<file path="src/rtl/rlde_pkg.sv">
// Shared types, constants and BCD helpers for the run-length decimal encoder.
package rlde_pkg;

  localparam int BYTE_W       = 8;
  localparam int LEN_W        = 17;
  localparam int COUNT_DIGITS = 5;
  localparam int CNT_W        = 4 * COUNT_DIGITS;
  localparam int REM_W        = $clog2(COUNT_DIGITS + 1);

  localparam logic [7:0] ASCII_ZERO = 8'h30;

  typedef logic [CNT_W-1:0] bcd_t;

  typedef enum logic [1:0] {
    S_IDLE,
    S_BYTE,
    S_DIGIT
  } state_t;

  // Largest run length: 10^COUNT_DIGITS - 1, capped at the 17-bit maximum.
  function automatic longint unsigned len_limit();
    longint unsigned lim;
    longint unsigned len_max;
    lim     = 1;
    len_max = (longint'(1) << LEN_W) - 1;
    for (int d = 0; d < COUNT_DIGITS; d++) begin
      if (lim <= len_max) begin
        lim = lim * 10;
      end
    end
    lim = lim - 1;
    if (lim > len_max) begin
      lim = len_max;
    end
    return lim;
  endfunction

  function automatic bcd_t to_bcd(longint unsigned v);
    bcd_t            res;
    longint unsigned w;
    res = '0;
    w   = v;
    for (int d = 0; d < COUNT_DIGITS; d++) begin
      res[4*d +: 4] = 4'(w % 10);
      w             = w / 10;
    end
    return res;
  endfunction

  localparam bcd_t CNT_LIMIT = to_bcd(len_limit());
  localparam bcd_t CNT_ONE   = bcd_t'(1);

  // Ripple increment of a BCD count, one digit per step.
  function automatic bcd_t bcd_inc(bcd_t v);
    bcd_t res;
    logic carry;
    res   = v;
    carry = 1'b1;
    for (int d = 0; d < COUNT_DIGITS; d++) begin
      if (carry) begin
        if (v[4*d +: 4] == 4'd9) begin
          res[4*d +: 4] = 4'd0;
        end else begin
          res[4*d +: 4] = v[4*d +: 4] + 4'd1;
          carry         = 1'b0;
        end
      end
    end
    return res;
  endfunction

endpackage

</file>
<file path="src/rtl/rlde_in_if.sv">
// Input channel: raw byte words with an end-of-stream mark.
interface rlde_in_if;
  logic                           valid;
  logic                           ready;
  logic [rlde_pkg::BYTE_W-1:0]    in_byte;
  logic                           stream_end;

  modport source (output valid, output in_byte, output stream_end, input ready);
  modport sink   (input valid, input in_byte, input stream_end, output ready);
endinterface

</file>
<file path="src/rtl/rlde_out_if.sv">
// Result channel: encoded byte words with digit and framing flags.
interface rlde_out_if;
  logic                           valid;
  logic                           ready;
  logic [rlde_pkg::BYTE_W-1:0]    out_byte;
  logic                           is_digit;
  logic                           last;
  logic                           stream_done;

  modport source (output valid, output out_byte, output is_digit, output last,
                  output stream_done, input ready);
  modport sink   (input valid, input out_byte, input is_digit, input last,
                  input stream_done, output ready);
endinterface

</file>
<file path="src/rtl/run_length_decimal_encoder_top.sv">
// Run-length encoder: emits run byte, then, for a run longer than one, its length as ASCII
// decimal digits shifted out of a BCD register MSD first, with leading zero digits skipped.
// Input is taken only in S_IDLE: a word that only extends or opens a run leaves the block
// ready for the next word; a closing or end-of-stream word holds off input until the serial
// BCD shift register has sent its results, and any output stall holds it off longer.
// Reset: synchronous active-low rst_n clears the sequencer, the output valid flag and the open run.
module run_length_decimal_encoder_top (
  input  logic       clk,
  input  logic       rst_n,
  rlde_in_if.sink    in_w,
  rlde_out_if.source out_w
);
  import rlde_pkg::*;

  state_t             state_r, state_nxt;

  logic [BYTE_W-1:0]  run_byte_r, run_byte_nxt;
  bcd_t               run_cnt_r, run_cnt_nxt;
  logic               run_act_r, run_act_nxt;

  logic [BYTE_W-1:0]  emit_byte_r, emit_byte_nxt;
  bcd_t               emit_cnt_r, emit_cnt_nxt;
  logic               emit_multi_r, emit_multi_nxt;
  logic               fin_r, fin_nxt;
  logic               done_r, done_nxt;
  logic               pend_r, pend_nxt;
  logic [REM_W-1:0]   rem_r, rem_nxt;
  logic               started_r, started_nxt;

  logic               out_vld_r, out_vld_nxt;
  logic [BYTE_W-1:0]  out_byte_r, out_byte_nxt;
  logic               out_dig_r, out_dig_nxt;
  logic               out_last_r, out_last_nxt;
  logic               out_done_r, out_done_nxt;

  logic               adv;
  logic               acc;
  logic               same_byte;
  logic               close_run;
  bcd_t               inc_cnt;
  logic [3:0]         top_dig;
  logic               byte_fire;
  logic               dig_skip;
  logic               dig_fire;
  logic               run_end;

  assign adv       = !out_vld_r || out_w.ready;
  assign acc       = (state_r == S_IDLE) && in_w.valid;
  assign same_byte = run_act_r && (in_w.in_byte == run_byte_r);
  assign close_run = run_act_r && !same_byte;
  assign inc_cnt   = (run_cnt_r == CNT_LIMIT) ? run_cnt_r : bcd_inc(run_cnt_r);
  assign top_dig   = emit_cnt_r[CNT_W-1 -: 4];
  assign byte_fire = (state_r == S_BYTE) && adv;
  assign dig_skip  = (state_r == S_DIGIT) && !started_r && (top_dig == 4'd0);
  assign dig_fire  = (state_r == S_DIGIT) && !dig_skip && adv;
  assign run_end   = (byte_fire && !emit_multi_r) ||
                     (dig_fire && (rem_r == REM_W'(1)));

  assign in_w.ready        = (state_r == S_IDLE);
  assign out_w.valid       = out_vld_r;
  assign out_w.out_byte    = out_byte_r;
  assign out_w.is_digit    = out_dig_r;
  assign out_w.last        = out_last_r;
  assign out_w.stream_done = out_done_r;

  always_comb begin
    state_nxt = state_r;
    case (state_r)
      S_IDLE: begin
        if (acc && (close_run || in_w.stream_end)) begin
          state_nxt = S_BYTE;
        end
      end
      S_BYTE: begin
        if (byte_fire && emit_multi_r) begin
          state_nxt = S_DIGIT;
        end
      end
      S_DIGIT: begin
        state_nxt = S_DIGIT;
      end
      default: begin
        state_nxt = S_IDLE;
      end
    endcase
    if (run_end) begin
      state_nxt = pend_r ? S_BYTE : S_IDLE;
    end
  end

  always_comb begin
    run_byte_nxt   = run_byte_r;
    run_cnt_nxt    = run_cnt_r;
    run_act_nxt    = run_act_r;
    emit_byte_nxt  = emit_byte_r;
    emit_cnt_nxt   = emit_cnt_r;
    emit_multi_nxt = emit_multi_r;
    fin_nxt        = fin_r;
    done_nxt       = done_r;
    pend_nxt       = pend_r;
    rem_nxt        = rem_r;
    started_nxt    = started_r;
    out_vld_nxt    = out_vld_r && !out_w.ready;
    out_byte_nxt   = out_byte_r;
    out_dig_nxt    = out_dig_r;
    out_last_nxt   = out_last_r;
    out_done_nxt   = out_done_r;

    case (state_r)
      S_IDLE: begin
        if (acc) begin
          if (close_run) begin
            emit_byte_nxt  = run_byte_r;
            emit_cnt_nxt   = run_cnt_r;
            emit_multi_nxt = (run_cnt_r != CNT_ONE);
            fin_nxt        = !in_w.stream_end;
            done_nxt       = 1'b0;
            pend_nxt       = in_w.stream_end;
            run_byte_nxt   = in_w.in_byte;
            run_cnt_nxt    = CNT_ONE;
            run_act_nxt    = 1'b1;
          end else if (in_w.stream_end) begin
            // flush the run this word leaves open and drop back to no run
            emit_byte_nxt  = in_w.in_byte;
            emit_cnt_nxt   = same_byte ? inc_cnt : CNT_ONE;
            emit_multi_nxt = same_byte;
            fin_nxt        = 1'b1;
            done_nxt       = 1'b1;
            pend_nxt       = 1'b0;
            run_byte_nxt   = '0;
            run_cnt_nxt    = '0;
            run_act_nxt    = 1'b0;
          end else begin
            run_byte_nxt   = in_w.in_byte;
            run_cnt_nxt    = same_byte ? inc_cnt : CNT_ONE;
            run_act_nxt    = 1'b1;
          end
        end
      end
      S_BYTE: begin
        if (byte_fire) begin
          out_vld_nxt  = 1'b1;
          out_byte_nxt = emit_byte_r;
          out_dig_nxt  = 1'b0;
          out_last_nxt = !emit_multi_r && fin_r;
          out_done_nxt = !emit_multi_r && fin_r && done_r;
          rem_nxt      = REM_W'(COUNT_DIGITS);
          started_nxt  = 1'b0;
        end
      end
      S_DIGIT: begin
        if (dig_skip || dig_fire) begin
          // advance the BCD shift register by one digit
          emit_cnt_nxt = {emit_cnt_r[CNT_W-5:0], 4'd0};
          rem_nxt      = rem_r - REM_W'(1);
        end
        if (dig_fire) begin
          started_nxt  = 1'b1;
          out_vld_nxt  = 1'b1;
          out_byte_nxt = ASCII_ZERO | {4'd0, top_dig};
          out_dig_nxt  = 1'b1;
          out_last_nxt = (rem_r == REM_W'(1)) && fin_r;
          out_done_nxt = (rem_r == REM_W'(1)) && fin_r && done_r;
        end
      end
      default: begin
        out_vld_nxt = out_vld_r && !out_w.ready;
      end
    endcase

    // stream end after a closed run: flush the run still open
    if (run_end && pend_r) begin
      emit_byte_nxt  = run_byte_r;
      emit_cnt_nxt   = run_cnt_r;
      emit_multi_nxt = (run_cnt_r != CNT_ONE);
      fin_nxt        = 1'b1;
      done_nxt       = 1'b1;
      pend_nxt       = 1'b0;
      run_byte_nxt   = '0;
      run_cnt_nxt    = '0;
      run_act_nxt    = 1'b0;
    end
  end

  always_ff @(posedge clk) begin
    if (!rst_n) begin
      state_r    <= S_IDLE;
      run_byte_r <= '0;
      run_cnt_r  <= '0;
      run_act_r  <= 1'b0;
      pend_r     <= 1'b0;
      out_vld_r  <= 1'b0;
    end else begin
      state_r    <= state_nxt;
      run_byte_r <= run_byte_nxt;
      run_cnt_r  <= run_cnt_nxt;
      run_act_r  <= run_act_nxt;
      pend_r     <= pend_nxt;
      out_vld_r  <= out_vld_nxt;
    end
  end

  always_ff @(posedge clk) begin
    emit_byte_r  <= emit_byte_nxt;
    emit_cnt_r   <= emit_cnt_nxt;
    emit_multi_r <= emit_multi_nxt;
    fin_r        <= fin_nxt;
    done_r       <= done_nxt;
    rem_r        <= rem_nxt;
    started_r    <= started_nxt;
    out_byte_r   <= out_byte_nxt;
    out_dig_r    <= out_dig_nxt;
    out_last_r   <= out_last_nxt;
    out_done_r   <= out_done_nxt;
  end

endmodule
</file>
<file path="src/flat_wrapper.sv">
// flat-port wrapper written by rule: the top's interface ports become plain ports
module run_length_decimal_encoder_top_flat import rlde_pkg::*;
  (clk, rst_n, in_w_valid, in_w_in_byte, in_w_stream_end, in_w_ready, out_w_valid, out_w_out_byte, out_w_is_digit, out_w_last, out_w_stream_done, out_w_ready);
  rlde_in_if in_w_i ();
  rlde_out_if out_w_i ();
  input  logic clk;
  input  logic rst_n;
  input wire logic [$bits(in_w_i.valid)-1:0] in_w_valid;
  input wire logic [$bits(in_w_i.in_byte)-1:0] in_w_in_byte;
  input wire logic [$bits(in_w_i.stream_end)-1:0] in_w_stream_end;
  output wire logic [$bits(in_w_i.ready)-1:0] in_w_ready;
  output wire logic [$bits(out_w_i.valid)-1:0] out_w_valid;
  output wire logic [$bits(out_w_i.out_byte)-1:0] out_w_out_byte;
  output wire logic [$bits(out_w_i.is_digit)-1:0] out_w_is_digit;
  output wire logic [$bits(out_w_i.last)-1:0] out_w_last;
  output wire logic [$bits(out_w_i.stream_done)-1:0] out_w_stream_done;
  input wire logic [$bits(out_w_i.ready)-1:0] out_w_ready;
  assign in_w_i.valid = in_w_valid;
  assign in_w_i.in_byte = in_w_in_byte;
  assign in_w_i.stream_end = in_w_stream_end;
  assign in_w_ready = in_w_i.ready;
  assign out_w_valid = out_w_i.valid;
  assign out_w_out_byte = out_w_i.out_byte;
  assign out_w_is_digit = out_w_i.is_digit;
  assign out_w_last = out_w_i.last;
  assign out_w_stream_done = out_w_i.stream_done;
  assign out_w_i.ready = out_w_ready;
  run_length_decimal_encoder_top u_core (.clk(clk), .rst_n(rst_n), .in_w(in_w_i), .out_w(out_w_i));
endmodule
</file>
<file path="config.mk">
export PLATFORM = sky130hd
export DESIGN_NAME = run_length_decimal_encoder_top_flat
export DESIGN_NICKNAME = d
export VERILOG_FILES = /design/src/rtl/rlde_pkg.sv /design/src/rtl/rlde_in_if.sv /design/src/rtl/rlde_out_if.sv /design/src/rtl/run_length_decimal_encoder_top.sv /design/src/flat_wrapper.sv
export SDC_FILE = /design/constraint.sdc
export NUM_CORES = 1
export LEC_CHECK = 0
export ABC_CLOCK_PERIOD_IN_PS = 4400
export BUFFER_PORTS_ARGS = -buffer_cell sky130_fd_sc_hd__buf_4
export CAP_MARGIN = 20
export CORE_UTILIZATION = 61
export DETAILED_ROUTE_END_ITERATION = 16
export PLACE_DENSITY = 0.79
export RECOVER_POWER = 50
export SYNTH_ARGS = -nofsm -noshare
export SYNTH_HDL_FRONTEND = slang
export SYNTH_SLANG_ARGS = --single-unit
</file>
<file path="constraint.sdc">
create_clock -name clk -period 4.4 [get_ports clk]
set_input_delay 0.66 -clock clk [delete_from_list [all_inputs] [get_ports clk]]
set_output_delay 0.66 -clock clk [all_outputs]
set_load 0.005 [all_outputs]
</file>
-- Word-level counts from Yosys, hierarchy flattened
Cells that the tools add are included.
- $add $sub $neg: 6
- equal/unequal tests: 19
- muxes and demuxes: 68
- bitwise logic cells: 1
- reductions and logical operators: 45
- operators by type and width (kind ; number):
    20-bit 2-to-1 mux ; 9
    8-bit 2-to-1 mux ; 9
    20-bit case mux with 2 select lines ; 1
    4-bit 2-to-1 mux ; 9
    1-bit 2-to-1 mux ; 28
    4-bit by 1-bit adder with 4-bit output (second input constant) ; 5
    20-bit == test (second input constant) ; 1
    4-bit == test (second input constant) ; 5
    20-bit by 1-bit inequality test with 1-bit output (second input constant) ; 1
    1-bit logical AND ; 18
    8-bit case mux with 2 select lines ; 1
    3-bit AND reduction ; 4
    8-bit == test ; 1
    1-bit case mux with 2 select lines ; 4
    2-bit nonzero test ; 4
    1-bit zero test ; 7
    2-bit 2-to-1 mux ; 3
    3-bit 2-to-1 mux ; 2
    3-bit by 1-bit inequality test with 1-bit output (second input constant) ; 2
    2-bit case mux with 3 select lines ; 1
    3-bit case mux with 2 select lines ; 1
    3-bit nonzero test ; 2
    4-bit zero test ; 1
    1-bit logical OR ; 4
    14 further kinds ; 16
- register bits: 78
- output and inout bits: 13
- logic and storage cells: 155

-- Depth between registers and ports, before layout
Gate-level depths: netlist of run 1.
- depth in word-level cells: 13
- gate-level depth with buffers: 10

-- Least setup slack after synthesis of run 1
No wires, ideal clock.
- kind: input-to-reg
- start: input out_w_ready
- end: register u_core.emit_cnt_r[0] (enable)
- library setup time: 409 ps
- arrival time: 2950 ps
- data required time: 3991 ps
- slack: 1041 ps
- cell stages on the path: 7
- path buffers: 3
- cell sequence: nor2b_1 clkbuf_1 a2111o_1 and2_1 buf_2 buf_1 a32oi_1
- word-level cells in the longest chain between the ends: 7
- ends and longest elaborated chain (what ; line ; source):
    start: declaration ; flat_wrapper.sv:17 ; input wire logic [$bits(out_w_i.ready)-1:0] out_w_ready;
    1-bit logical OR (*) ; run_length_decimal_encoder_top.sv:47 ; assign adv = !out_vld_r || out_w.ready;
    1-bit logical AND (on tied branches) ; run_length_decimal_encoder_top.sv:53, run_length_decimal_encoder_top.sv:55 ;
    1-bit logical AND (on tied branches) ; run_length_decimal_encoder_top.sv:56, run_length_decimal_encoder_top.sv:57 ;
    1-bit logical OR ; run_length_decimal_encoder_top.sv:56 ; assign run_end = (byte_fire && !emit_multi_r) ||
    1-bit logical AND ; run_length_decimal_encoder_top.sv:172 ; if (run_end && pend_r) begin
    4-bit by 2-bit inequality test with 1-bit output (no line) (tied with other cells) ; -- ;
    4-bit AND reduction (no line) (*) ; -- ;
    end signal: assignment ; run_length_decimal_encoder_top.sv:205 ; emit_cnt_r <= emit_cnt_nxt;
    end: declaration ; run_length_decimal_encoder_top.sv:22 ; bcd_t emit_cnt_r, emit_cnt_nxt;
Mark *: on every way between the ends. The rest lies on a longest branch, timed or not.
A chain may end at the register's enable or synchronous reset.

-- Worst setup path in the final report of run 1
- start: register u_core.emit_cnt_r[17]
- end: register u_core.emit_cnt_r[5], data pin
- word-level cells in the longest chain between the ends: 9
- ends and longest elaborated chain (what ; line ; source):
    4-bit zero test ; run_length_decimal_encoder_top.sv:54 ; assign dig_skip = (state_r == S_DIGIT) && !started_r && (top_dig == 4'd0);
    1-bit logical AND ; run_length_decimal_encoder_top.sv:54 ;
    1-bit zero test ; run_length_decimal_encoder_top.sv:55 ; assign dig_fire = (state_r == S_DIGIT) && !dig_skip && adv;
    1-bit logical AND (2 in series) ; run_length_decimal_encoder_top.sv:55 ;
    1-bit logical AND ; run_length_decimal_encoder_top.sv:57 ; (dig_fire && (rem_r == REM_W'(1)));
    1-bit logical OR ; run_length_decimal_encoder_top.sv:56 ;
    1-bit logical AND ; run_length_decimal_encoder_top.sv:172 ;
    20-bit 2-to-1 mux ; run_length_decimal_encoder_top.sv:172 ;
    net u_core.emit_cnt_nxt[5] ; run_length_decimal_encoder_top.sv:22 ;
The timed path passes the listed nets, and every way through them passes these cells.

==> results of run 1 <==
==> power by group <==
part | leakage (uW) | switching [uW] | internal [uW]
combinational | 0.000898 | 393 | 236
clock | 0.0000895 | 286 | 263
sequential | 0.000690 | 63.7 | 955
total | 0.00168 | 743 | 1450
==> state kept, by name, summed over array words and instances, names as in the netlist, 2 cells and up <==
signal and cells:
u_core.emit_byte_r 8, u_core.emit_cnt_r 20, u_core.out_w.out_byte 8, u_core.rem_r 3, u_core.run_byte_r 8, u_core.run_cnt_r 20
u_core.state_r 2
==> worst max-delay path by stage <==
stage / slack, ns / from / endpoint
2_1_floorplan: 1.04 / out_w_ready / u_core.emit_cnt_r[0]
3_3_place_gp: 1.45 / out_w_ready / u_core.emit_cnt_r[8]
3_5_place_dp: 1.34 / out_w_ready / u_core.emit_cnt_r[14]
4_1_cts: 1.63 / u_core.state_r[0] / u_core.emit_cnt_r[5]
5_1_grt: 1.07 / u_core.emit_cnt_r[17] / u_core.emit_cnt_r[5]
6_report: 1.31 / u_core.emit_cnt_r[17] / u_core.emit_cnt_r[5]
==> stage by stage <==
step                utilization (%)  worst slack, ns
CTS                            70.5             1.63
detailed placement             67.6             1.34
floorplan                         -             1.04
finish                         70.1             1.31
global route                   70.1             1.07
global placement               67.6             1.45
==> metal layers <==
layer / global-route usage [%] / part of all wire (%)
met1: 46.3 / 42
met2: 48.4 / 46
met3: 5.59 / 9.8
met4: 14.5 / 2.9
met5: 0 / 0
==> cell type report <==
class                   count  area, sq um  area share [%]
multi-input cells         319         2250            46.5
clock buffers               9          124            2.56
well taps                  96          120            2.48
flip-flops and latches     78         1990            41.2
inverters                  20         75.1            1.55
repair buffers             28          203            4.19
clock inverters             7         73.8            1.53
==> worst max-delay path, cell delays in order, from the launching register on <==
cell	delay, ns
edfxtp_1	0.41
nor4_1	0.47
a2111o_1	0.33
and2_0	0.80
o21ai_2	0.37
a221o_1	0.46
==> synth_stat cells, types with 4 or more instances <==
library cell / count
a22o_1: 13
a221o_1: 9
ha_1: 19
xnor2_1: 10
o21ai_0: 22
a2111o_1: 4
buf_2: 5
nor2_1: 20
mux2_2: 12
a32o_1: 4
a21oi_1: 15
or2_2: 4
nor4_1: 8
nor3_1: 8
clkbuf_1: 13
nand4_1: 10
o22ai_1: 4
nand2b_1: 4
nand3_1: 20
a211oi_1: 11
o31ai_1: 4
nor2b_1: 5
and2_1: 5
dfxtp_1: 35
inv_1: 20
and3b_1: 4
and3_1: 6
edfxtp_1: 43
nand2_1: 34
o211ai_1: 9
nand3b_1: 6
==> logic make-up (layout without fill, tap and decap cells) <==
| family | Yosys count | after routing | share of synthesized area [%] |
|---|---|---|---|
| and+or+nand+nor | 152 | 152 | 19.1 |
| AOI/OAI and AO/OA | 122 | 122 | 20.7 |
| DFF | 78 | 78 | 44.8 |
| buffers and inverters | 44 | 64 | 4.19 |
| adders and majority gates | 19 | 19 | 5.34 |
| muxes | 14 | 14 | 3.49 |
| xor gates and xnor gates | 12 | 12 | 2.36 |
==> impl_table.tex, run 1 <==
\begin{tabular}{lr}
\hline
Metric & Value \\
\hline
\multicolumn{2}{l}{\textbf{Timing}} \\
\quad Fin crit period & between 3 and 4 ns \\
\quad Slew Limit Headroom & 35.2\% \\
\quad RSZ-0062 raised after global routing & false \\
\quad Final setup violating endpoints & 0 \\
\quad Worst hold slack & 0.506 ns \\
\quad Number of failing hold endpoints at the final stage & 0 \\
\quad FMAX & $\sim$320 MHz \\
\quad Final clock period utilization by the worst path & 70.3\% \\
\quad Final clock skew & 0.00905 ns \\
\quad Transition time of the tightest slew-check pin & 0.972 ns \\
\quad Final max-slew violation count & 0 \\
\quad Final sum of negative setup slack & 0 ns \\
\multicolumn{2}{l}{\textbf{Run status}} \\
\quad Outcome & finished clean \\
\multicolumn{2}{l}{\textbf{Drt}} \\
\quad DRC violations left & 0 \\
\quad Wirelength per Cell & 20.7 um \\
\quad Total wire length & 11600 um \\
\quad DR vias/cell & 6.85 \\
\quad First DRT Iteration DRCs & 370 \\
\quad DRT antenna net count & 0 \\
\quad Vias post-DR & 3816 \\
\quad First-pass DRT Iterations & 6 \\
\multicolumn{2}{l}{\textbf{Setup path}} \\
\quad Data arrival, critical path & approximately 3.2 ns \\
\quad Worst Reg-to-Reg Cells & 5 \\
\quad Worst Path Required & 4.50 ns \\
\quad Crit end category & flip-flop \\
\quad Startpoint type of the worst setup path & flip-flop \\
\quad Origin of the critical flop-to-flop path & u\_core.emit\_cnt\_r[17] \\
\quad Worst-path fanout max & 17 \\
\quad Startpoint-to-endpoint class of the critical path & flip-flop to flip-flop \\
\quad Reg-to-reg critical path endpoint & u\_core.emit\_cnt\_r[5] \\
\quad R2R setup slack & 1.31 ns \\
\multicolumn{2}{l}{\textbf{Power and ir drop}} \\
\quad Pwr/cell area & 454 mW/mm\^{}2 \\
\quad Maximum vdd drop & 0.290 mV \\
\quad Static leakage & around 0.0017 uW \\
\quad Total power of the final layout & 2200 uW \\
\multicolumn{2}{l}{\textbf{Place}} \\
\quad Last weighted congestion value of the routability-driven placer & 0.889 \\
\quad Dpl hpwl & 8140 um \\
\quad Count of buffers inserted at the top-level ports & 25 \\
\quad Placed cell count & around 540 \\
\quad Placed instance area & 0.00467 sq mm \\
\multicolumn{2}{l}{\textbf{Yosys}} \\
\quad Number of enable-type register cells in the synthesized netlist & 43 \\
\quad Register area share after synthesis & 44.8\% \\
\quad Most used DFF post-synth & edfxtp\_1 \\
\quad Proportion of register bits with asynchronous set or reset after synthesis & 0\% \\
\quad Number of synthesized register bits & 78 \\
\quad Post-synthesis net count & 473 \\
\quad Number of warnings reported in the yosys synthesis log & 0 \\
\quad Post-Synthesis Cell Area & 0.00445 sq mm \\
\quad Average footprint of a synthesized cell & 10.1 sq um \\
\quad Share of the synthesized area in the top cell type & 29.0\% \\
\quad Post-synthesis instance total & around 440 \\
\quad Cell type with the highest aggregate area in the netlist & edfxtp\_1 \\
\quad Number of distinct library cells after synthesis & 64 \\
\quad Area contributors post-synth & edfxtp\_1 (29\%), dfxtp\_1 (16\%), ha\_1 (5.3\%) \\
\multicolumn{2}{l}{\textbf{Clock network}} \\
\quad Later-pin clock latency in the skew report & 0.36 ns \\
\quad Clock tree from TritonCTS & yes \\
\quad Total clock buffers created by CTS & 9 \\
\quad Clock buffer depth & 2 \\
\quad TritonCTS Sinks & 78 \\
\quad Hold-fix buffer count after cts & 0 \\
\quad Library cell used as clock root buffer & clkbuf\_8 \\
\quad Post-CTS Setup Inserts & 0 \\
\quad CTS H-tree depth & 3 \\
\quad Clock-pin slew on the worst setup and hold paths & 0.08 ns \\
\quad Count of instances resized after the clock tree is built & 0 \\
\multicolumn{2}{l}{\textbf{Layout}} \\
\quad Final cell count without fillers & 557 \\
\quad Fill count & 562 \\
\quad Diodes inserted & 0 \\
\quad Commonest non-fill, non-tap cell in the layout & edfxtp\_1 \\
\quad Area growth from synthesis to layout & 8.72\% \\
\quad Most used cells in the layout excluding fill and tap cells & edfxtp\_1 (43), dfxtp\_1 (35), nand2\_1 (34), o21ai\_0 (22) \\
\quad Number of nets in the layout & 488 \\
\quad Final design instance area without fill & between 0.004 and 0.005 sq mm \\
\quad Share of final-layout standard cells stronger than drive strength 1 & 14.1\% \\
\multicolumn{2}{l}{\textbf{Floorplanning}} \\
\quad Starting utilization of the core area & about 64\% \\
\quad Die area & 0.00764 sq mm \\
\quad Standard-cell row count & 30 \\
\quad Core Box Area & just under 0.007 sq mm \\
\quad Height of the die & 87.4 um \\
\quad Die boundary width & roughly 87 um \\
\quad Boundary Pins & 26 \\
\multicolumn{2}{l}{\textbf{Global routing}} \\
\quad Antenna violations before repair & 0 \\
\quad Pin count of the biggest net entering global routing & 37 \\
\quad Vias in the first global route & around 3500 \\
\quad Global-route wire length before repair & between 15000 and 20000 um \\
\quad Total global routing overflow & 0 \\
\quad Aggregate global-route resource usage & 32.5\% \\
\multicolumn{2}{l}{\textbf{Min path}} \\
\quad Hold depth & 1 \\
\quad Type of the most critical hold path & flip-flop to flip-flop \\
\quad Hold wc startpoint & u\_core.emit\_byte\_r[5] \\
\quad Sink of the worst hold path & u\_core.out\_w.out\_byte[5] \\
\multicolumn{2}{l}{\textbf{Flow run}} \\
\quad Max Cap Viol & 0 \\
\hline
\end{tabular}
Note: power is estimated with default switching activity, not from simulation.
==> run 2, diff against run 1 <==
--- a/config.mk
+++ b/config.mk
@@ -5,12 +5,13 @@
 export SDC_FILE = /design/constraint.sdc
 export NUM_CORES = 1
 export LEC_CHECK = 0
-export ABC_CLOCK_PERIOD_IN_PS = 4400
+export ABC_AREA = 1
+export ABC_CLOCK_PERIOD_IN_PS = 2700
 export BUFFER_PORTS_ARGS = -buffer_cell sky130_fd_sc_hd__buf_4
 export CAP_MARGIN = 20
-export CORE_UTILIZATION = 61
+export CORE_UTILIZATION = 55
 export DETAILED_ROUTE_END_ITERATION = 16
-export PLACE_DENSITY = 0.79
+export PLACE_DENSITY = 0.75
 export RECOVER_POWER = 50
 export SYNTH_ARGS = -nofsm -noshare
 export SYNTH_HDL_FRONTEND = slang
==> constraint.sdc (replaced) <==
create_clock -name clk -period 2.7 [get_ports clk]
set_input_delay 0.405 -clock clk [delete_from_list [all_inputs] [get_ports clk]]
set_output_delay 0.405 -clock clk [all_outputs]
set_load 0.005 [all_outputs]
==> run 2 against run 1 <==
Non-clock buffer count is 9 higher. Via count rose by 2.3%. Global-route usage shrank 5.6 points. Cell area up 1.8%. Die area grew 11%. Maximum frequency is 27% higher. Hold slack got worse by 0.19 ns. Clock skew decreased by 0.0019 ns. Power increased by 76%. Combinational power rose by 97%. Synthesized cell count increased by 31%. Sequential cell count did not move. Largest cell class unchanged. Largest power group unchanged.
==> impl_table.tex, run 2 <==
\begin{tabular}{lr}
\hline
Metric & Value \\
\hline
\multicolumn{2}{l}{\textbf{Run status}} \\
\quad Outcome & finished clean \\
\multicolumn{2}{l}{\textbf{Global routing}} \\
\quad Met1 global-route usage & 38.5\% \\
\quad Pin count of the biggest net entering global routing & 33 \\
\quad Global-route layer with the greatest usage & met2 \\
\quad Met3 usage in global routing & $\sim$4.1\% \\
\quad Total global routing overflow & 0 \\
\quad Global-route wire length before repair & 17800 um \\
\quad Antenna violations before repair & 0 \\
\quad Vias in the first global route & 3633 \\
\quad Met2 Use GR & 41.6\% \\
\quad Aggregate global-route resource usage & 26.9\% \\
\multicolumn{2}{l}{\textbf{Yosys}} \\
\quad Cell type with the highest aggregate area in the netlist & edfxtp\_1 \\
\quad Simple-gate share of the synthesized area & between 20 and 30\% \\
\quad Share of the synthesized area in the top cell type & roughly 29\% \\
\quad Dominant combinational cell family by area after synthesis & simple AND/OR/NAND/NOR gates \\
\quad Average footprint of a synthesized cell & about 7.7 sq um \\
\quad Number of warnings reported in the yosys synthesis log & 0 \\
\quad Post-synthesis adder-cell area fraction & between 5 and 6\% \\
\quad Most used DFF post-synth & edfxtp\_1 \\
\quad Post-synthesis instance total & between 500 and 600 \\
\quad Most common library cells after synthesis & nand2\_1 (153), nor2\_1 (75), inv\_1 (51) \\
\quad Post-synthesis net count & just over 600 \\
\quad Register area share after synthesis & 44.7\% \\
\quad Most instantiated library cell after synthesis & nand2\_1 \\
\quad Multiplexer fraction of the synthesized cell area & 0\% \\
\quad Post-Synthesis Cell Area & roughly 0.0045 sq mm \\
\quad Area contributors post-synth & edfxtp\_1 (29\%), dfxtp\_1 (16\%), nand2\_1 (13\%) \\
\quad Proportion of register bits with asynchronous set or reset after synthesis & 0\% \\
\quad Xor/xnor cell area share of the yosys netlist & 2.16\% \\
\quad Compound-gate portion of the synthesized area & 13.2\% \\
\quad Number of enable-type register cells in the synthesized netlist & 43 \\
\quad Number of distinct library cells after synthesis & 33 \\
\quad Number of synthesized register bits & 78 \\
\multicolumn{2}{l}{\textbf{Clock network}} \\
\quad Post-CTS Setup Inserts & 0 \\
\quad Count of instances resized after the clock tree is built & 0 \\
\quad Hold-fix buffer count after cts & 0 \\
\quad TritonCTS Sinks & 78 \\
\quad Clock tree from TritonCTS & yes \\
\quad Later-pin clock latency in the skew report & roughly 0.36 ns \\
\quad CTS H-tree depth & 3 \\
\quad Clock buffer depth & 2 \\
\quad Library cell used as clock root buffer & clkbuf\_8 \\
\quad Total clock buffers created by CTS & 9 \\
\quad Clock-pin slew on the worst setup and hold paths & 0.09 ns \\
\multicolumn{2}{l}{\textbf{Layout}} \\
\quad Registers with the most flip-flops & u\_core.emit\_cnt\_r: 20 flops, u\_core.run\_cnt\_r: 20 flops \\
\quad Commonest non-fill, non-tap cell in the layout & nand2\_1 \\
\quad Final design instance area without fill & 0.00492 sq mm \\
\quad Share of final-layout standard cells stronger than drive strength 1 & 12.2\% \\
\quad Diodes inserted & 0 \\
\quad Most used cells in the layout excluding fill and tap cells & nand2\_1 (153), nor2\_1 (75), inv\_1 (51), o21ai\_0 (46), edfxtp\_1 (43) \\
\quad Area growth from synthesis to layout & 10.4\% \\
\quad Number of nets in the layout & around 640 \\
\multicolumn{2}{l}{\textbf{Setup path}} \\
\quad Worst Reg-to-Reg Cells & 7 \\
\quad Crit end category & flip-flop \\
\quad Ordered cell list for the critical path & inv\_1 > ha\_1 > buf\_4 > inv\_1 > clkbuf\_1 > a21oi\_1 > nor3b\_1 \\
\quad Critical path's most frequent cell & inv\_1 \\
\quad Startpoint type of the worst setup path & flip-flop \\
\quad Startpoint-to-endpoint class of the critical path & flip-flop to flip-flop \\
\quad Buf+Inv Stages, Crit Path & 4 \\
\quad Delay-heaviest family, CP & buffers and inverters \\
\quad Crit-path slowest cell & inv\_1 \\
\quad Worst Path Required & 2.89 ns \\
\quad Worst-path fanout max & 32 \\
\quad Worst stage delay on the critical path & around 0.66 ns \\
\quad Data arrival, critical path & 2.62 ns \\
\quad WP depth & 7 \\
\multicolumn{2}{l}{\textbf{Floorplanning}} \\
\quad Core Box Area & 0.00777 sq mm \\
\quad Standard-cell row count & 32 \\
\quad Height of the die & 92.0 um \\
\quad Boundary Pins & 26 \\
\quad Die area & 0.00847 sq mm \\
\quad Die boundary width & between 90 and 100 um \\
\quad Starting utilization of the core area & 57.4\% \\
\multicolumn{2}{l}{\textbf{Drt}} \\
\quad First-pass DRT Iterations & 5 \\
\quad Vias post-DR & a little under 4000 \\
\quad Total wire length & 10700 um \\
\quad First DRT Iteration DRCs & 243 \\
\quad DRT antenna net count & 0 \\
\quad DR vias/cell & between 5 and 6 \\
\quad DRC violations left & 0 \\
\quad Wirelength per Cell & 15.0 um \\
\multicolumn{2}{l}{\textbf{Place}} \\
\quad Placed instance area & 0.00476 sq mm \\
\quad Count of buffers inserted at the top-level ports & 25 \\
\quad Worst setup slack before clock tree synthesis & around 0.084 ns \\
\quad Last weighted congestion value of the routability-driven placer & 0.901 \\
\quad Dpl hpwl & 7430 um \\
\multicolumn{2}{l}{\textbf{Timing}} \\
\quad Final clock skew & 0.00718 ns \\
\quad Final clock period utilization by the worst path & between 90 and 100\% \\
\quad Slew Limit Headroom & 40.9\% \\
\quad RSZ-0062 raised after global routing & false \\
\quad Final sum of negative setup slack & 0 ns \\
\quad FMAX & 411 MHz \\
\quad Fin crit period & 2.43 ns \\
\quad Final setup violating endpoints & 0 \\
\quad Number of failing hold endpoints at the final stage & 0 \\
\quad Transition time of the tightest slew-check pin & 0.885 ns \\
\quad Final worst slack & 0.265 ns \\
\quad Final max-slew violation count & 0 \\
\multicolumn{2}{l}{\textbf{Min path}} \\
\quad Type of the most critical hold path & primary input to flip-flop \\
\quad Hold depth & 3 \\
\multicolumn{2}{l}{\textbf{Power and ir drop}} \\
\quad Maximum vdd drop & 0.355 mV \\
\quad Static leakage & between 0.0015 and 0.002 uW \\
\quad Pwr/cell area & about 780 mW/mm\^{}2 \\
\multicolumn{2}{l}{\textbf{Flow run}} \\
\quad Max Cap Viol & 0 \\
\hline
\end{tabular}
[run 2: changes by cell type after synthesis, sizes merged, moves of 13 or more]
cell,before,now
nand3,20,34
a21oi,15,41
o21ai,24,51
a22o,13,0
nand2,35,157
inv,20,53
nor2,20,83
[run 2: power by group]
group	switching [uW]	internal [uW]
sequential	113	1660
combinational	804	440
clock	489	353
[run 2: cells by family (layout without fill, tap and decap cells)]
logic type | Yosys count | in the layout
AOI/OAI and AO/OA | 108 | 108
xor gates and xnor gates | 11 | 11
adders and majority gates | 19 | 19
buffers and inverters | 75 | 107
DFF | 78 | 78
and+or+nand+nor | 286 | 286
[run 2: worst paths after layout]
kind / to / startpoint / slack, ns
setup reg to reg: u_core.out_w.stream_done / u_core.state_r[0] / 0.27
hold reg to reg: u_core.fin_r / u_core.fin_r / 0.49
setup / recovery: u_core.out_w.stream_done / u_core.state_r[0] / 0.27
hold / removal: u_core.state_r[1] / rst_n / 0.31
[run 2: stage by stage]
step	total power [uW]	utilization [%]	instances	hold WS, ns
floorplan	2570	-	577	0.425
global placement	3020	61.2	694	0.461
detailed placement	3060	61.2	694	0.468
CTS	3900	63.6	710	0.309
global route	4120	63.4	711	0.320
finish	3860	63.4	711	0.311
[run 2: final cells by class]
type	instances	area, sq um
tap	102	128
timing repair buffer	37	262
clock inverter	7	61.3
clock buffer	9	124
sequential	78	1990
inverter	54	208
multi-input combinational	424	2150
fill	713	2840
[run 2: worst register-to-register path, cell delays in order, from the launching register on]
cell and delay (ns):
dfxtp_1 0.35, inv_1 0.09, ha_1 0.22, buf_4 0.20, inv_1 0.66, clkbuf_1 0.40, a21oi_1 0.10, nor3b_1 0.23
[run 2: per-layer routing]
layer / wire length [um] / part of all wire (%) / up-vias
li1: - / - / 1958
met1: 5110 / 48 / 1797
met2: 4770 / 45 / 138
met3: 647 / 6.1 / 11
met4: 150 / 1.4 / 0
met5: 0 / 0 / -
==> run 3, diff against run 2 <==
--- a/config.mk
+++ b/config.mk
@@ -11,6 +11,7 @@
 export CAP_MARGIN = 20
 export CORE_UTILIZATION = 55
 export DETAILED_ROUTE_END_ITERATION = 16
+export MAX_ROUTING_LAYER = met4
 export PLACE_DENSITY = 0.75
 export RECOVER_POWER = 50
 export SYNTH_ARGS = -nofsm -noshare
==> run 3 against run 2 <==
Sequential cell count unchanged. Largest cell class unchanged. Critical path type unchanged. Global-route usage up 1.5 points. Sequential power hardly changed.
==> impl_table.tex, run 3 (synthesized netlist as in run 2, its figures left out) <==
\begin{tabular}{lr}
\hline
Metric & Value \\
\hline
\multicolumn{2}{l}{\textbf{Floorplanning}} \\
\quad Die boundary width & 92.0 um \\
\quad Height of the die & 92.0 um \\
\quad Boundary Pins & 26 \\
\quad Standard-cell row count & 32 \\
\quad Die area & approximately 0.0085 sq mm \\
\quad Core Box Area & 0.00777 sq mm \\
\quad Starting utilization of the core area & 57.4\% \\
\multicolumn{2}{l}{\textbf{Drt}} \\
\quad First DRT Iteration DRCs & 259 \\
\quad DRC violations left & 0 \\
\quad DR vias/cell & roughly 5.6 \\
\quad Vias post-DR & 3947 \\
\quad Wirelength per Cell & around 15 um \\
\quad Total wire length & between 10000 and 15000 um \\
\quad First-pass DRT Iterations & 5 \\
\quad DRT antenna net count & 0 \\
\multicolumn{2}{l}{\textbf{Clock network}} \\
\quad Later-pin clock latency in the skew report & 0.36 ns \\
\quad Clock buffer depth & 2 \\
\quad Clock tree from TritonCTS & yes \\
\quad Post-CTS Setup Inserts & 0 \\
\quad Hold-fix buffer count after cts & 0 \\
\quad TritonCTS Sinks & between 70 and 80 \\
\quad Total clock buffers created by CTS & 9 \\
\quad Library cell used as clock root buffer & clkbuf\_8 \\
\quad CTS H-tree depth & 3 \\
\quad Count of instances resized after the clock tree is built & 0 \\
\quad Clock-pin slew on the worst setup and hold paths & 0.09 ns \\
\multicolumn{2}{l}{\textbf{Setup path}} \\
\quad Critical path's most frequent cell & nand2\_1 \\
\quad Worst-path fanout max & 16 \\
\quad Origin of the critical flop-to-flop path & u\_core.state\_r[0] \\
\quad Startpoint-to-endpoint class of the critical path & flip-flop to flip-flop \\
\quad Crit end category & flip-flop \\
\quad R2R setup slack & 0.29 ns \\
\quad Data arrival, critical path & approximately 2.5 ns \\
\quad Startpoint type of the worst setup path & flip-flop \\
\quad Crit-path slowest cell & a21oi\_1 \\
\quad Worst stage delay on the critical path & 0.50 ns \\
\quad Worst Path Required & 2.77 ns \\
\quad Ordered cell list for the critical path & inv\_1 > ha\_1 > nand2\_1 > nor2\_1 > nand3\_1 > nand2\_1 > nand2\_1 > nand2\_1 > a21oi\_1 > a21oi\_1 > buf\_8 \\
\quad Worst Reg-to-Reg Cells & 11 \\
\quad Reg-to-reg critical path endpoint & u\_core.emit\_cnt\_r[6] \\
\multicolumn{2}{l}{\textbf{Power and ir drop}} \\
\quad Total power of the final layout & 3890 uW \\
\quad Maximum vdd drop & 0.388 mV \\
\quad Static leakage & 0.00197 uW \\
\quad Pwr/cell area & 788 mW/mm\^{}2 \\
\multicolumn{2}{l}{\textbf{Layout}} \\
\quad Final design instance area without fill & 0.00493 sq mm \\
\quad Seq. cell area & between 0.0015 and 0.002 sq mm \\
\quad Diodes inserted & 0 \\
\quad Commonest non-fill, non-tap cell in the layout & nand2\_1 \\
\quad Share of final-layout standard cells stronger than drive strength 1 & 12.2\% \\
\quad Fill count & roughly 720 \\
\quad Area of combinational cells with multiple inputs & 0.00215 sq mm \\
\quad Registers with the most flip-flops & u\_core.emit\_cnt\_r: 20 flops, u\_core.run\_cnt\_r: 20 flops \\
\quad Most used cells in the layout excluding fill and tap cells & nand2\_1 (153), nor2\_1 (75), inv\_1 (51), o21ai\_0 (46), edfxtp\_1 (43) \\
\quad Number of nets in the layout & approximately 640 \\
\quad Area growth from synthesis to layout & 10.6\% \\
\multicolumn{2}{l}{\textbf{Timing}} \\
\quad RSZ-0062 raised after global routing & false \\
\quad Final worst slack & 0.293 ns \\
\quad Final clock period utilization by the worst path & 89.2\% \\
\quad Final sum of negative setup slack & 0 ns \\
\quad Fin crit period & 2.41 ns \\
\quad FMAX & 415 MHz \\
\quad Slew Limit Headroom & 41.6\% \\
\quad Final max-slew violation count & 0 \\
\quad Transition time of the tightest slew-check pin & approximately 0.87 ns \\
\quad Final setup violating endpoints & 0 \\
\quad Final clock skew & 0.00990 ns \\
\quad Number of failing hold endpoints at the final stage & 0 \\
\multicolumn{2}{l}{\textbf{Place}} \\
\quad Worst setup slack before clock tree synthesis & between 0.15 and 0.2 ns \\
\quad Last weighted congestion value of the routability-driven placer & 0.912 \\
\quad Placed instance area & about 0.0048 sq mm \\
\quad Dpl hpwl & 7570 um \\
\quad Count of buffers inserted at the top-level ports & 25 \\
\multicolumn{2}{l}{\textbf{Global routing}} \\
\quad Aggregate global-route resource usage & 28.4\% \\
\quad Vias in the first global route & 3739 \\
\quad Antenna violations before repair & 0 \\
\quad Pin count of the biggest net entering global routing & 33 \\
\quad Total global routing overflow & 0 \\
\quad Global-route wire length before repair & 18300 um \\
\multicolumn{2}{l}{\textbf{Min path}} \\
\quad Hold wc startpoint & rst\_n \\
\quad Type of the most critical hold path & primary input to flip-flop \\
\quad Sink of the worst hold path & u\_core.state\_r[1] \\
\quad Hold depth & 3 \\
\multicolumn{2}{l}{\textbf{Run status}} \\
\quad Outcome & finished clean \\
\multicolumn{2}{l}{\textbf{Flow run}} \\
\quad Max Cap Viol & 0 \\
\hline
\end{tabular}
[run 3: cell count changes in the layout (fill, tap and decap cells not counted), sizes merged]
cell | before | now
clkbuf | 27 | 26
buf | 19 | 20
[run 3: layout make-up]
cell class,count,share of cell area [%]
Clock buffer,9,2.51
Clock inverter,7,1.24
Inverter,54,4.21
Multi-Input combinational cell,424,43.6
Sequential cell,78,40.4
Tap cell,102,2.59
Timing Repair Buffer,37,5.43
[run 3: worst max-delay path by stage]
stage                           start                  endpoint  slack, ns  depth (start not counted)
floorplan           u_core.state_r[0]      u_core.emit_cnt_r[0]       0.13                         11
global placement      in_w_in_byte[7]      u_core.emit_cnt_r[4]       0.25                         11
detailed placement  u_core.state_r[0]      u_core.emit_cnt_r[4]       0.16                         10
CTS                 u_core.state_r[0]      u_core.emit_cnt_r[4]       0.14                         10
global route        u_core.state_r[0]  u_core.out_w.stream_done       0.13                          7
finish              u_core.state_r[0]      u_core.emit_cnt_r[6]       0.29                         11
[run 3: layer usage]
metal | global-route usage [%] | part of all wire (%)
met3 | 3.73 | 5.9
met1 | 38.2 | 46
met4 | 10.0 | 1.7
met2 | 44.3 | 47
met5 | - | 0
[run 3: where the power goes]
group | internal, uW | switching, uW | leakage (uW)
Sequential | 1660 | 114 | 0.000689
Combinational | 446 | 810 | 0.00119
Clock | 353 | 501 | 0.0000892
[run 3: critical path: cells and delay by family (launching register included)]
| kind | cells | cell delay, ns |
|---|---|---|
| and+or+nand+nor | 6 | 0.70 |
| DFF | 1 | 0.33 |
| adders and majority gates | 1 | 0.18 |
| buffers and inverters | 2 | 0.36 |
| AOI/OAI and AO/OA | 2 | 0.55 |
[run 3: per-stage QoR]
step / cells / hold slack (ns) / util, %
2_1_floorplan: 577 / 0.425 / -
3_3_place_gp: 694 / 0.460 / 61.2
3_5_place_dp: 694 / 0.470 / 61.2
4_1_cts: 710 / 0.306 / 63.6
5_1_grt: 711 / 0.327 / 63.5
6_report: 711 / 0.309 / 63.5
